**src/sv/sha256_pkg.sv**
```systemverilog
// ----------------------------------------------------------------------------
// sha256_pkg
// shared types, constants and round functions for the sha-256 byte hasher
// ----------------------------------------------------------------------------
package sha256_pkg;

	localparam int unsigned BlockBytes = 64;
	localparam int unsigned RoundCount = 64;
	localparam int unsigned TotalWidth = 61;

	typedef struct packed {
		logic       mode;
		logic [7:0] data_byte;
	} sha_in_t;

	typedef struct packed {
		logic [31:0] digest_word;
		logic [2:0]  word_index;
		logic        last_word;
		logic        too_long;
	} sha_out_t;

	typedef enum logic [2:0] {
		ST_IDLE,
		ST_PAD,
		ST_ROUND,
		ST_FOLD,
		ST_EMIT
	} sha_state_t;

	// controller to datapath
	typedef struct packed {
		logic       take_byte;
		logic       pad_write;
		logic       load_work;
		logic       round_step;
		logic [5:0] round_idx;
		logic       fold;
		logic       clear;
	} sha_cmd_t;

	// datapath to controller
	typedef struct packed {
		logic       block_full;
		logic [6:0] fill_count;
	} sha_stat_t;

	localparam logic [31:0] InitH [8] = '{
		32'h6a09e667, 32'hbb67ae85, 32'h3c6ef372, 32'ha54ff53a,
		32'h510e527f, 32'h9b05688c, 32'h1f83d9ab, 32'h5be0cd19
	};

	localparam logic [31:0] RoundK [64] = '{
		32'h428a2f98, 32'h71374491, 32'hb5c0fbcf, 32'he9b5dba5,
		32'h3956c25b, 32'h59f111f1, 32'h923f82a4, 32'hab1c5ed5,
		32'hd807aa98, 32'h12835b01, 32'h243185be, 32'h550c7dc3,
		32'h72be5d74, 32'h80deb1fe, 32'h9bdc06a7, 32'hc19bf174,
		32'he49b69c1, 32'hefbe4786, 32'h0fc19dc6, 32'h240ca1cc,
		32'h2de92c6f, 32'h4a7484aa, 32'h5cb0a9dc, 32'h76f988da,
		32'h983e5152, 32'ha831c66d, 32'hb00327c8, 32'hbf597fc7,
		32'hc6e00bf3, 32'hd5a79147, 32'h06ca6351, 32'h14292967,
		32'h27b70a85, 32'h2e1b2138, 32'h4d2c6dfc, 32'h53380d13,
		32'h650a7354, 32'h766a0abb, 32'h81c2c92e, 32'h92722c85,
		32'ha2bfe8a1, 32'ha81a664b, 32'hc24b8b70, 32'hc76c51a3,
		32'hd192e819, 32'hd6990624, 32'hf40e3585, 32'h106aa070,
		32'h19a4c116, 32'h1e376c08, 32'h2748774c, 32'h34b0bcb5,
		32'h391c0cb3, 32'h4ed8aa4a, 32'h5b9cca4f, 32'h682e6ff3,
		32'h748f82ee, 32'h78a5636f, 32'h84c87814, 32'h8cc70208,
		32'h90befffa, 32'ha4506ceb, 32'hbef9a3f7, 32'hc67178f2
	};

	localparam logic [7:0] PadMark    = 8'h80;
	localparam logic [6:0] LengthSlot = 7'd56;

	function automatic logic [31:0] ror32(input logic [31:0] x, input int unsigned n);
		ror32 = (x >> n) | (x << (32 - n));
	endfunction

	function automatic logic [31:0] sig0(input logic [31:0] x);
		sig0 = ror32(x, 7) ^ ror32(x, 18) ^ (x >> 3);
	endfunction

	function automatic logic [31:0] sig1(input logic [31:0] x);
		sig1 = ror32(x, 17) ^ ror32(x, 19) ^ (x >> 10);
	endfunction

	function automatic logic [31:0] bsig0(input logic [31:0] x);
		bsig0 = ror32(x, 2) ^ ror32(x, 13) ^ ror32(x, 22);
	endfunction

	function automatic logic [31:0] bsig1(input logic [31:0] x);
		bsig1 = ror32(x, 6) ^ ror32(x, 11) ^ ror32(x, 25);
	endfunction

endpackage

```
**src/sv/sha256_ctrl.sv**
```systemverilog
// ----------------------------------------------------------------------------
// sha256_ctrl
// sequencer: byte intake, padding sweep, 64 rounds, fold, digest emission
// ----------------------------------------------------------------------------
module sha256_ctrl (
	input  logic                    clk,
	input  logic                    arst_n,
	input  logic                    in_valid,
	output logic                    in_ready,
	input  logic                    in_mode,
	output logic                    out_valid,
	input  logic                    out_ready,
	output logic [2:0]              emit_idx,
	output sha256_pkg::sha_cmd_t    cmd,
	input  sha256_pkg::sha_stat_t   stat
);

	sha256_pkg::sha_state_t state_q, state_d;
	logic [5:0] round_q;
	logic [6:0] pad_pos_q;
	logic       finishing_q;
	logic       pad_second_q;   // current padding block is the length block
	logic [2:0] emit_q;

	logic in_fire;
	assign in_fire = in_valid && in_ready;

	// next state
	always_comb begin
		state_d = state_q;
		case (state_q)
			sha256_pkg::ST_IDLE: begin
				if (in_fire && in_mode)
					state_d = sha256_pkg::ST_PAD;
				else if (in_fire && stat.block_full)
					state_d = sha256_pkg::ST_ROUND;
			end
			sha256_pkg::ST_PAD: begin
				if (pad_pos_q == 7'd63)
					state_d = sha256_pkg::ST_ROUND;
			end
			sha256_pkg::ST_ROUND: begin
				if (round_q == 6'd63)
					state_d = sha256_pkg::ST_FOLD;
			end
			sha256_pkg::ST_FOLD: begin
				if (!finishing_q)
					state_d = sha256_pkg::ST_IDLE;
				else if (pad_second_q)
					state_d = sha256_pkg::ST_EMIT;
				else
					state_d = sha256_pkg::ST_PAD;
			end
			sha256_pkg::ST_EMIT: begin
				if (out_ready && emit_q == 3'd7)
					state_d = sha256_pkg::ST_IDLE;
			end
			default: state_d = sha256_pkg::ST_IDLE;
		endcase
	end

	// outputs
	always_comb begin
		in_ready       = (state_q == sha256_pkg::ST_IDLE);
		out_valid      = (state_q == sha256_pkg::ST_EMIT);
		emit_idx       = emit_q;
		cmd            = '0;
		cmd.take_byte  = in_fire && !in_mode;
		cmd.pad_write  = (state_q == sha256_pkg::ST_PAD);
		cmd.load_work  = (state_q == sha256_pkg::ST_PAD && pad_pos_q == 7'd63)
			|| (in_fire && !in_mode && stat.block_full);
		cmd.round_step = (state_q == sha256_pkg::ST_ROUND);
		cmd.round_idx  = round_q;
		cmd.fold       = (state_q == sha256_pkg::ST_FOLD);
		cmd.clear      = (state_q == sha256_pkg::ST_EMIT) && out_ready && emit_q == 3'd7;
	end

	always_ff @(posedge clk or negedge arst_n) begin
		if (!arst_n) begin
			state_q      <= sha256_pkg::ST_IDLE;
			round_q      <= '0;
			pad_pos_q    <= '0;
			finishing_q  <= 1'b0;
			pad_second_q <= 1'b0;
			emit_q       <= '0;
		end else begin
			state_q <= state_d;
			if (state_q == sha256_pkg::ST_ROUND)
				round_q <= round_q + 6'd1;
			if (in_fire && in_mode) begin
				finishing_q  <= 1'b1;
				pad_pos_q    <= {1'b0, stat.fill_count[5:0]};
				// 0x80 plus length fit only if at most 55 bytes pending
				pad_second_q <= (stat.fill_count < 7'd56);
			end else if (state_q == sha256_pkg::ST_PAD) begin
				pad_pos_q <= pad_pos_q + 7'd1;
			end else if (state_q == sha256_pkg::ST_FOLD && finishing_q && !pad_second_q) begin
				pad_pos_q    <= 7'd0;
				pad_second_q <= 1'b1;
			end
			if (state_q == sha256_pkg::ST_EMIT && out_ready) begin
				emit_q <= emit_q + 3'd1;
				if (emit_q == 3'd7)
					finishing_q <= 1'b0;
			end
		end
	end

	assert property (@(posedge clk) disable iff (!arst_n)
		state_q == sha256_pkg::ST_ROUND && round_q == 6'd63 |=> state_q == sha256_pkg::ST_FOLD)
		else $error("round count did not end in fold");
	assert property (@(posedge clk) disable iff (!arst_n)
		state_q == sha256_pkg::ST_EMIT |-> finishing_q && pad_second_q)
		else $error("emission without completed padding");
	assert property (@(posedge clk) disable iff (!arst_n)
		state_q == sha256_pkg::ST_IDLE |-> emit_q == 3'd0)
		else $error("emit counter not rewound");

endmodule

```
**src/sv/sha256_dpath.sv**
```systemverilog
// ----------------------------------------------------------------------------
// sha256_dpath
// message schedule window (also assembles the block), working registers, chain
// ----------------------------------------------------------------------------
module sha256_dpath (
	input  logic                  clk,
	input  logic                  arst_n,
	input  logic [7:0]            data_byte,
	input  logic [2:0]            emit_idx,
	input  sha256_pkg::sha_cmd_t  cmd,
	output sha256_pkg::sha_stat_t stat,
	input  logic [6:0]            pad_pos,
	input  logic                  pad_length_blk,
	output logic [31:0]           digest_word,
	output logic                  too_long
);

	logic [6:0]  fill_q;
	logic [sha256_pkg::TotalWidth-1:0] total_q;
	logic        ovf_q;
	logic [31:0] chain_q [8];
	logic [31:0] work_q  [8];
	logic [31:0] w_q     [16];

	logic [63:0] bit_len;
	logic [7:0]  pad_byte;
	logic [5:0]  pad_addr;
	logic [2:0]  len_sel;

	// the mark is written once: only in the first padding block
	logic pad_length_blk_first;
	logic mark_done_q;
	assign pad_length_blk_first = mark_done_q;

	assign bit_len  = {total_q, 3'b000};
	assign pad_addr = pad_pos[5:0];
	assign len_sel  = pad_pos[2:0];

	// padding byte at the sweep position
	always_comb begin
		if (pad_pos[5:0] == fill_q[5:0] && !pad_length_blk_first)
			pad_byte = sha256_pkg::PadMark;
		else if (pad_pos >= sha256_pkg::LengthSlot && pad_length_blk)
			pad_byte = bit_len[8*(7 - len_sel) +: 8];
		else
			pad_byte = 8'h00;
	end

	assign stat.fill_count = fill_q;
	assign stat.block_full = (fill_q == 7'd63);

	// schedule and round terms
	logic [31:0] w_cur, w_next, t1, t2;
	assign w_cur  = w_q[0];
	assign w_next = w_q[0] + sha256_pkg::sig0(w_q[1]) + w_q[9] + sha256_pkg::sig1(w_q[14]);
	assign t1 = work_q[7] + sha256_pkg::bsig1(work_q[4])
		+ ((work_q[4] & work_q[5]) ^ (~work_q[4] & work_q[6]))
		+ sha256_pkg::RoundK[cmd.round_idx] + w_cur;
	assign t2 = sha256_pkg::bsig0(work_q[0])
		+ ((work_q[0] & work_q[1]) ^ (work_q[0] & work_q[2]) ^ (work_q[1] & work_q[2]));

	// bytes land big-endian straight in the schedule window
	logic [5:0] byte_addr;
	logic [7:0] byte_val;
	assign byte_addr = cmd.take_byte ? fill_q[5:0] : pad_addr;
	assign byte_val  = cmd.take_byte ? data_byte : pad_byte;

	always_ff @(posedge clk) begin
		if (cmd.take_byte || cmd.pad_write) begin
			w_q[byte_addr[5:2]][{~byte_addr[1:0], 3'b000} +: 8] <= byte_val;
		end else if (cmd.round_step) begin
			for (int i = 0; i < 15; i++)
				w_q[i] <= w_q[i+1];
			w_q[15] <= w_next;
		end
		if (cmd.load_work) begin
			for (int i = 0; i < 8; i++)
				work_q[i] <= chain_q[i];
		end else if (cmd.round_step) begin
			work_q[7] <= work_q[6];
			work_q[6] <= work_q[5];
			work_q[5] <= work_q[4];
			work_q[4] <= work_q[3] + t1;
			work_q[3] <= work_q[2];
			work_q[2] <= work_q[1];
			work_q[1] <= work_q[0];
			work_q[0] <= t1 + t2;
		end
	end

	always_ff @(posedge clk or negedge arst_n) begin
		if (!arst_n) begin
			fill_q      <= '0;
			total_q     <= '0;
			ovf_q       <= 1'b0;
			mark_done_q <= 1'b0;
			for (int i = 0; i < 8; i++)
				chain_q[i] <= sha256_pkg::InitH[i];
		end else begin
			if (cmd.take_byte) begin
				fill_q <= (fill_q == 7'd63) ? 7'd0 : fill_q + 7'd1;
				if (&total_q)
					ovf_q <= 1'b1;
				else
					total_q <= total_q + sha256_pkg::TotalWidth'(1);
			end
			if (cmd.pad_write && pad_pos == 7'd63)
				mark_done_q <= 1'b1;
			if (cmd.fold)
				for (int i = 0; i < 8; i++)
					chain_q[i] <= chain_q[i] + work_q[i];
			if (cmd.clear) begin
				fill_q      <= '0;
				total_q     <= '0;
				ovf_q       <= 1'b0;
				mark_done_q <= 1'b0;
				for (int i = 0; i < 8; i++)
					chain_q[i] <= sha256_pkg::InitH[i];
			end
		end
	end

	assign digest_word = chain_q[emit_idx];
	assign too_long    = ovf_q;

	assert property (@(posedge clk) disable iff (!arst_n)
		cmd.take_byte |-> !cmd.pad_write && !cmd.round_step)
		else $error("byte taken during compression");
	assert property (@(posedge clk) disable iff (!arst_n)
		cmd.clear |=> fill_q == 7'd0 && !ovf_q)
		else $error("state not cleared after digest");
	assert property (@(posedge clk) disable iff (!arst_n)
		ovf_q |-> &total_q)
		else $error("overflow without saturated length");

endmodule

```
**src/sv/sha256_byte_stream_hasher_core.sv**
```systemverilog
// ----------------------------------------------------------------------------
// sha256_byte_stream_hasher_core
// sha-256 hasher taking one message byte per request, emitting 8 digest words
// ----------------------------------------------------------------------------
// A data request (mode 0) is taken while the hasher is idle; the 64th byte
// of a block starts a compression (64 rounds through a single round unit
// and one fold into the chain words, the working registers having loaded
// on the accepting edge) during which in_ready is low and no byte is taken.
// A finish request (mode 1) sweeps the rest of the block buffer one byte a
// cycle writing the 0x80 mark, zeros and the 64-bit big-endian bit length,
// compresses, and does so twice when more than 55 bytes were pending; then
// the eight digest words leave on the output channel, word 0 first,
// last_word on word 7, too_long set on all of them if the message passed
// 2^61-1 bytes. After the eighth word is taken the hasher is back at the
// initial hash values.
module sha256_byte_stream_hasher_core (
	input  logic                 clk,
	input  logic                 arst_n,
	input  logic                 in_valid,
	output logic                 in_ready,
	input  sha256_pkg::sha_in_t  in_data,
	output logic                 out_valid,
	input  logic                 out_ready,
	output sha256_pkg::sha_out_t out_data
);

	sha256_pkg::sha_cmd_t  cmd;
	sha256_pkg::sha_stat_t stat;
	logic [2:0]  emit_idx;
	logic [31:0] digest_word;
	logic        too_long;

	// padding sweep position lives in the controller; mirror it here
	logic [6:0] pad_pos_q;
	logic       len_blk_q;

	sha256_ctrl u_ctrl (
		.clk       (clk),
		.arst_n    (arst_n),
		.in_valid  (in_valid),
		.in_ready  (in_ready),
		.in_mode   (in_data.mode),
		.out_valid (out_valid),
		.out_ready (out_ready),
		.emit_idx  (emit_idx),
		.cmd       (cmd),
		.stat      (stat)
	);

	// track sweep: start at fill position, restart at 0 for the length block
	always_ff @(posedge clk or negedge arst_n) begin
		if (!arst_n) begin
			pad_pos_q <= '0;
			len_blk_q <= 1'b0;
		end else begin
			if (in_valid && in_ready && in_data.mode) begin
				pad_pos_q <= {1'b0, stat.fill_count[5:0]};
				len_blk_q <= (stat.fill_count < sha256_pkg::LengthSlot);
			end else if (cmd.pad_write) begin
				pad_pos_q <= pad_pos_q + 7'd1;
			end else if (cmd.fold && !len_blk_q) begin
				pad_pos_q <= 7'd0;
				len_blk_q <= 1'b1;
			end
		end
	end

	sha256_dpath u_dpath (
		.clk            (clk),
		.arst_n         (arst_n),
		.data_byte      (in_data.data_byte),
		.emit_idx       (emit_idx),
		.cmd            (cmd),
		.stat           (stat),
		.pad_pos        (pad_pos_q),
		.pad_length_blk (len_blk_q),
		.digest_word    (digest_word),
		.too_long       (too_long)
	);

	always_comb begin
		out_data.digest_word = digest_word;
		out_data.word_index  = emit_idx;
		out_data.last_word   = (emit_idx == 3'd7);
		out_data.too_long    = too_long;
	end

	assert property (@(posedge clk) disable iff (!arst_n)
		out_valid |-> !in_ready)
		else $error("input open during digest output");
	assert property (@(posedge clk) disable iff (!arst_n)
		cmd.pad_write |-> !in_ready)
		else $error("input open during padding");

endmodule

```
**config.mk**
```make
export PLATFORM = sky130hd
export DESIGN_NAME = sha256_byte_stream_hasher_core
export DESIGN_NICKNAME = d
export VERILOG_FILES = /design/src/sv/sha256_pkg.sv /design/src/sv/sha256_ctrl.sv /design/src/sv/sha256_dpath.sv /design/src/sv/sha256_byte_stream_hasher_core.sv
export SDC_FILE = /design/constraint.sdc
export NUM_CORES = 2
export LEC_CHECK = 0
export BUFFER_PORTS_ARGS = -buffer_cell sky130_fd_sc_hd__buf_2
export CORE_ASPECT_RATIO = 1.75
export CORE_MARGIN = 2
export CORE_UTILIZATION = 40
export CTS_BUF_LIST = sky130_fd_sc_hd__clkbuf_16
export DETAILED_ROUTE_END_ITERATION = 8
export PLACE_DENSITY = 0.54
export SETUP_SLACK_MARGIN = 0.02
export SLEW_MARGIN = 20
export SYNTH_ARGS = -nofsm -noshare
export SYNTH_HDL_FRONTEND = slang
export SYNTH_HIERARCHICAL = 1
export SYNTH_SLANG_ARGS = --single-unit
export TNS_END_PERCENT = 20
```
**constraint.sdc**
```tcl
create_clock -name clk -period 8.8 [get_ports clk]
set_clock_uncertainty 0.1 [all_clocks]
set_input_delay 2.2 -clock clk [delete_from_list [all_inputs] [get_ports clk]]
set_output_delay 2.2 -clock clk [all_outputs]
set_load 0.01 [all_outputs]
```
**After elaboration in Yosys (flattened, before gate mapping)**

Memories as Yosys holds them, arrays and structs flattened.
Cells that the tools add are included.

- Bits in registers: 355
- Memory bits (writable): 768
- Bits in read-only memories: 2,048
- Input port bits: 13
- Output and inout port bits: 39
- Logic and storage cells: 212
- Memories: 3

- Add/subtract/negate cells: 26
- Magnitude comparators: 4
- Equal/unequal tests: 16
- Shift operators: 3
- Muxes and demuxes: 65
- Bitwise logic cells: 38
- Reductions and logical operators: 37

Memory list:

| name | words | width | rd ports | clocked after memory_dff | write ports | RTL line | text |
|---|---|---|---|---|---|---|---|
| (no name shown) | 64 | 32 | 1 | 0 | 0 | sha256_dpath.sv:58 | `+ sha256_pkg::RoundK[cmd.round_idx] + w_cur;` |
| u_dpath.w_q | 16 | 32 | 16 | 0 | 16 | sha256_dpath.sv:23 | `logic [31:0] w_q [16];` |
| u_dpath.work_q | 8 | 32 | 8 | 0 | 8 | sha256_dpath.sv:22 | `logic [31:0] work_q [8];` |

Operator list:

| kind | number |
|---|---|
| $add 32x32->32 | 18 |
| $mux 256 | 2 |
| $mux 32 | 15 |
| $xor 32x32->32 | 9 |
| $mux 61 | 3 |
| $and 32x32->32 | 5 |
| $bmux 32 s3 | 1 |
| $shiftx 64x33->8 | 1 |
| $mux 7 | 9 |
| $add 61x1->61 const B | 1 |
| $reduce_and 61->1 | 1 |
| $not 32->32 | 1 |
| $or 10x32->32 | 1 |
| $or 13x32->32 | 1 |
| $or 14x32->32 | 1 |
| $or 15x32->32 | 1 |
| $or 19x32->32 | 1 |
| $or 21x32->32 | 1 |
| $or 25x32->32 | 1 |
| $or 26x32->32 | 1 |
| $or 30x32->32 | 1 |
| $or 7x32->32 | 1 |
| $reduce_or 32->1 | 1 |
| $shift 8x7->32 const A | 1 |
| 39 further kinds | 111 |

**Depth between registers and ports, before layout**

An unclocked memory read counts as a cell.

- Depth in word-level cells: 10
- Mapped depth: 42
- Mapped depth without buffers: 40

**By module**

Netlist, hierarchy kept.

Modules (own cells, without submodules):

| module | times used | cells an instance | area each (sq um) | sequential area each (sq um) |
|---|---|---|---|---|
| sha256_dpath | 1 | 7,519 | 75,163.3 | 31,390.1 |
| sha256_ctrl | 1 | 110 | 1,123.6 | 525.5 |
| sha256_byte_stream_hasher_core | 1 | 48 | 466.7 | 200.2 |

**Worst setup path before layout**

No wires, ideal clock.

- Path kind: flip-flop to flip-flop
- Start point: reg u_ctrl.round_q[1]
- End point: mem u_dpath.work_q[0][28] (data pin)
- Library setup time: 0.266 ns
- Arrival: 8.229 ns
- Data required time: 8.434 ns
- Slack: 0.205 ns
- Stages on the path, launching flop included: 40
- Period minus slack after synthesis: 8.595 ns
- Cell sequence: dfrtp_1 > clkbuf_1 > inv_1 > ha_1 > clkbuf_1 > inv_1 > nand2_1 > o21ai_0 > o2111ai_1 > a21oi_1 > a21oi_1 > fa_1 > inv_1 > fa_1 > fa_1 > inv_1 > ha_1 > inv_1 > (+4 left out) > and2_1 > o21ai_0 > nand2b_1 > a31oi_1 > xnor2_1 > inv_1 > fa_1 > inv_1 > ha_1 > and3_1 > and3_1 > and4_1 > a311oi_1 > o31ai_1 > a2111oi_0 > nor3_1 > nor2_1 > o211ai_1

RTL lines:

| item | RTL line | text |
|---|---|---|
| from (decl) | sha256_ctrl.sv:19 | `logic [5:0] round_q;` |
| from (signal assigned) | sha256_ctrl.sv:89 | `round_q <= round_q + 6'd1;` |
| to (decl) | sha256_dpath.sv:22 |  |

==> key figures <==
Worst setup path
  • Slowest cell delay on critical path: 0.57 ns
  • Critical Path Start Type: flop
  • Worst Path Required: just over 9 ns
  • Crit-path slowest cell: fa_1
  • Worst setup EP type: flop
  • Critical Path AT: around 9 ns
  • Critical-path maximum fanout: 17
  • WS Path Type: flop to flop

Route
  • Post-route ant nets: 0
  • DRT iter0 DRCs: 4447
  • First-pass detailed-route iteration total: 8
  • Via Count: 61800
  • WL final: 303000 µm
  • Mean routed wirelength per cell: 28.8 µm
  • Via/cell ratio: ~6
  • # DRC: 0

Synth
  • Cell taking the most area after synthesis: edfxtp_1
  • Synth top area cells: edfxtp_1 30%, dfrtp_1 7.1%, ha_1 6.5%
  • Syn Nets: 8286
  • List of most frequent post-synthesis cells: 1011 x nand2_1, 768 x edfxtp_1, 660 x a21o_1
  • Number of synthesized flops with an enable pin: between 700 and 800
  • FF+latch count, synth: between 1000 and 1500
  • Netlist cell types: 102
  • Sequential cell area fraction in the yosys report: 0.418
  • Main flop type after synthesis: edfxtp_1
  • Cells after Synth: 7677
  • Ys async rst share: 0.316
  • Synth Warn #: 6
  • Yosys top cell area share: 0.300
  • Count leader, synth: nand2_1
  • Syn Area/Cell: 10.0 µm²
  • Area of the mapped netlist: 76800 µm²

Final layout
  • P&R area growth vs syn: 13.6%
  • Fillers: 18200
  • Share of layout cells above drive strength 1: 0.150
  • NumNets Final: 8559

Clock network
  • CTS tree: done
  • TritonCTS Sinks: ~1100
  • Reg clk slew, reported paths: around 0.070 ns
  • Total CTS buffers: 116
  • Max H-tree Level: 3
  • Hold_buf cts: 0
  • Clock latency on the worst-skew pair: around 0.80 ns
  • Worst-case clock buffer depth: 3
  • CTS Root Cell: clkbuf_16

Floorplan
  • Die Width: between 300 and 400 µm
  • Initial Util: 0.402
  • IO Pins: 52
  • Die area: 196000 µm²
  • Die outline height: 583 µm
  • Cell row count: about 210
  • Core area: 191000 µm²

Timing
  • Setup Viol. Count Final: 0
  • Max-slew headroom: 0.214
  • Endpoints failing hold: 0
  • Max Slew Vio Count: 0
  • Period utilization: 0.959
  • WHS: 0.387 ns
  • Fin crit period: approximately 8.4 ns
  • RSZ-0062 raised after global routing: true
  • Worst Max-Slew Pin Slew: between 1 and 1.5 ns
  • Fmax: ~0.12 GHz

Place
  • Number of I/O port buffers: 51
  • DP Wirelength: around 230000 µm
  • Routability Congestion: 1.02

Min path
  • Worst hold path class: flop to flop

Global routing
  • GRT Residual Overflow: 0
  • Largest net degree at the start of global routing: 168
  • Vias in the first global route: 63600
  • First-pass GRT wire length: roughly 430000 µm
  • Initial antenna violation count: 5
  • GRT Total Usage: 0.306

Flow run
  • Max Cap Viol: 0

Outcome
  • Status: complete, no violations
-- worst max-delay path: cells and delay by family (launching register included) --
family | cells | cell delay [ns]
buffers and inverters | 12 | 1.43
xor gates and xnor gates | 2 | 0.45
AOI/OAI and AO/OA | 15 | 2.32
adders and majority gates | 6 | 2.62
and+or+nand+nor | 3 | 0.91
DFF | 1 | 0.51
-- kinds of logic (layout without fill, tap and decap cells) --
kind of cell               after synthesis  in the layout  share of synthesized area
AOI/OAI and AO/OA                     2202           2202                      0.187
xor gates and xnor gates               613            613                     0.0703
adders and majority gates              599            599                      0.117
buffers and inverters                  779           1155                     0.0385
DFF                                   1123           1123                      0.418
muxes                                  242            242                     0.0467
other                                    0              6                          0
and+or+nand+nor                       2119           2119                      0.123
-- metrics by stage --
stage / area, µm² / instances / util / TNS (ns) / setup WS, ns
6_report: 87200 / 10500 / 0.457 / 0 / 0.362
5_1_grt: 87200 / 10500 / 0.457 / -0.0356 / -0.0179
2_1_floorplan: 76800 / 7677 / - / 0 / 0.205
3_5_place_dp: 82700 / 10300 / 0.433 / -0.881 / -0.210
3_3_place_gp: 82700 / 10300 / 0.433 / -0.428 / -0.149
4_1_cts: 86500 / 10500 / 0.454 / 0 / 0.0266
-- cells in the final DEF (no fill, tap or decap), types with 32 or more instances in the layout --
| cell | Yosys | layout |
|---|---|---|
| a211oi_1 | 56 | 53 |
| a21o_1 | 660 | 660 |
| a21oi_1 | 422 | 405 |
| a31oi_1 | 63 | 60 |
| and3_1 | 53 | 51 |
| buf_2 | 3 | 50 |
| buf_4 | 2 | 507 |
| clkbuf_16 | 0 | 120 |
| dfrtp_1 | 219 | 211 |
| dfstp_2 | 136 | 136 |
| edfxtp_1 | 768 | 768 |
| fa_1 | 195 | 191 |
| ha_1 | 401 | 393 |
| inv_1 | 344 | 367 |
| mux2_2 | 61 | 61 |
| mux2i_1 | 94 | 93 |
| mux4_2 | 87 | 87 |
| nand2_1 | 1011 | 1005 |
| nand2b_1 | 65 | 64 |
| nand3_1 | 112 | 112 |
| nand4_1 | 51 | 51 |
| nor2_1 | 506 | 486 |
| nor2b_1 | 54 | 51 |
| nor3_1 | 89 | 87 |
| o211ai_1 | 50 | 50 |
| o21a_1 | 64 | 62 |
| o21ai_0 | 541 | 482 |
| o21ai_1 | 12 | 57 |
| o21bai_1 | 44 | 43 |
| o22ai_1 | 33 | 33 |
| o31ai_1 | 35 | 32 |
| or3_1 | 41 | 41 |
| xnor2_1 | 392 | 389 |
| xor2_1 | 219 | 217 |
-- flip-flops by register name (all words and copies together) (netlist names) --
register and flops:
u_ctrl/finishing_q 1, u_ctrl/state_q 3, u_ctrl/emit_idx 3, len_blk_q 1, u_dpath/too_long 1, u_dpath/fill_q 7, u_ctrl/round_q 6, u_ctrl/pad_second_q 1
u_dpath/chain_q 256, u_dpath/w_q 512, u_dpath/work_q 256, u_dpath/total_q 61, u_dpath/mark_done_q 1, u_ctrl/pad_pos_q 7, pad_pos_q 7
-- metal layers --
layer	global-route usage	vias to the layer above	share of wire
met5	0	-	0.000082
met4	0.265	4	0.10
met3	0.0385	846	0.039
met2	0.566	1875	0.52
met1	0.300	31000	0.33
li1	-	28100	-
-- what timing repair did --
action                                  CTS  global route
resized for setup                        15           135
pin swaps                                 0            45
endpoints found under the setup margin    6            20
cloned                                    0             1
buffers inserted                          0            15
-- area by class of cell --
type	count	area [µm²]	share of cell area
well taps	2461	3080	0.0353
repair buffers	586	4550	0.0522
clock buffers	119	2980	0.0342
multi-input cells	5775	42300	0.485
flip-flops and latches	1123	32100	0.369
clock inverters	102	800	0.00917
inverters	348	1320	0.0151
diodes	6	15.0	0.000172
-- worst paths after layout --
| check | from | end | slack (ns) | cells after the start |
|---|---|---|---|---|
| worst max-delay path | u_ctrl/round_q[3] | u_dpath/work_q[0][31] | 0.36 | 38 |
| worst min-delay path | u_dpath/too_long | u_dpath/too_long | 0.39 | 2 |
| worst max register to register | u_ctrl/round_q[3] | u_dpath/work_q[0][31] | 0.36 | 38 |
| worst min register to register | u_dpath/too_long | u_dpath/too_long | 0.39 | 2 |
| max in group asynchronous | arst_n | u_ctrl/round_q[2] | 5.62 | 2 |
| min in group asynchronous | arst_n | u_dpath/chain_q[1] | 1.39 | 1 |
Power is not shown: default switching activity piles up to over one toggle a cycle in this logic, so the estimate is an artifact.
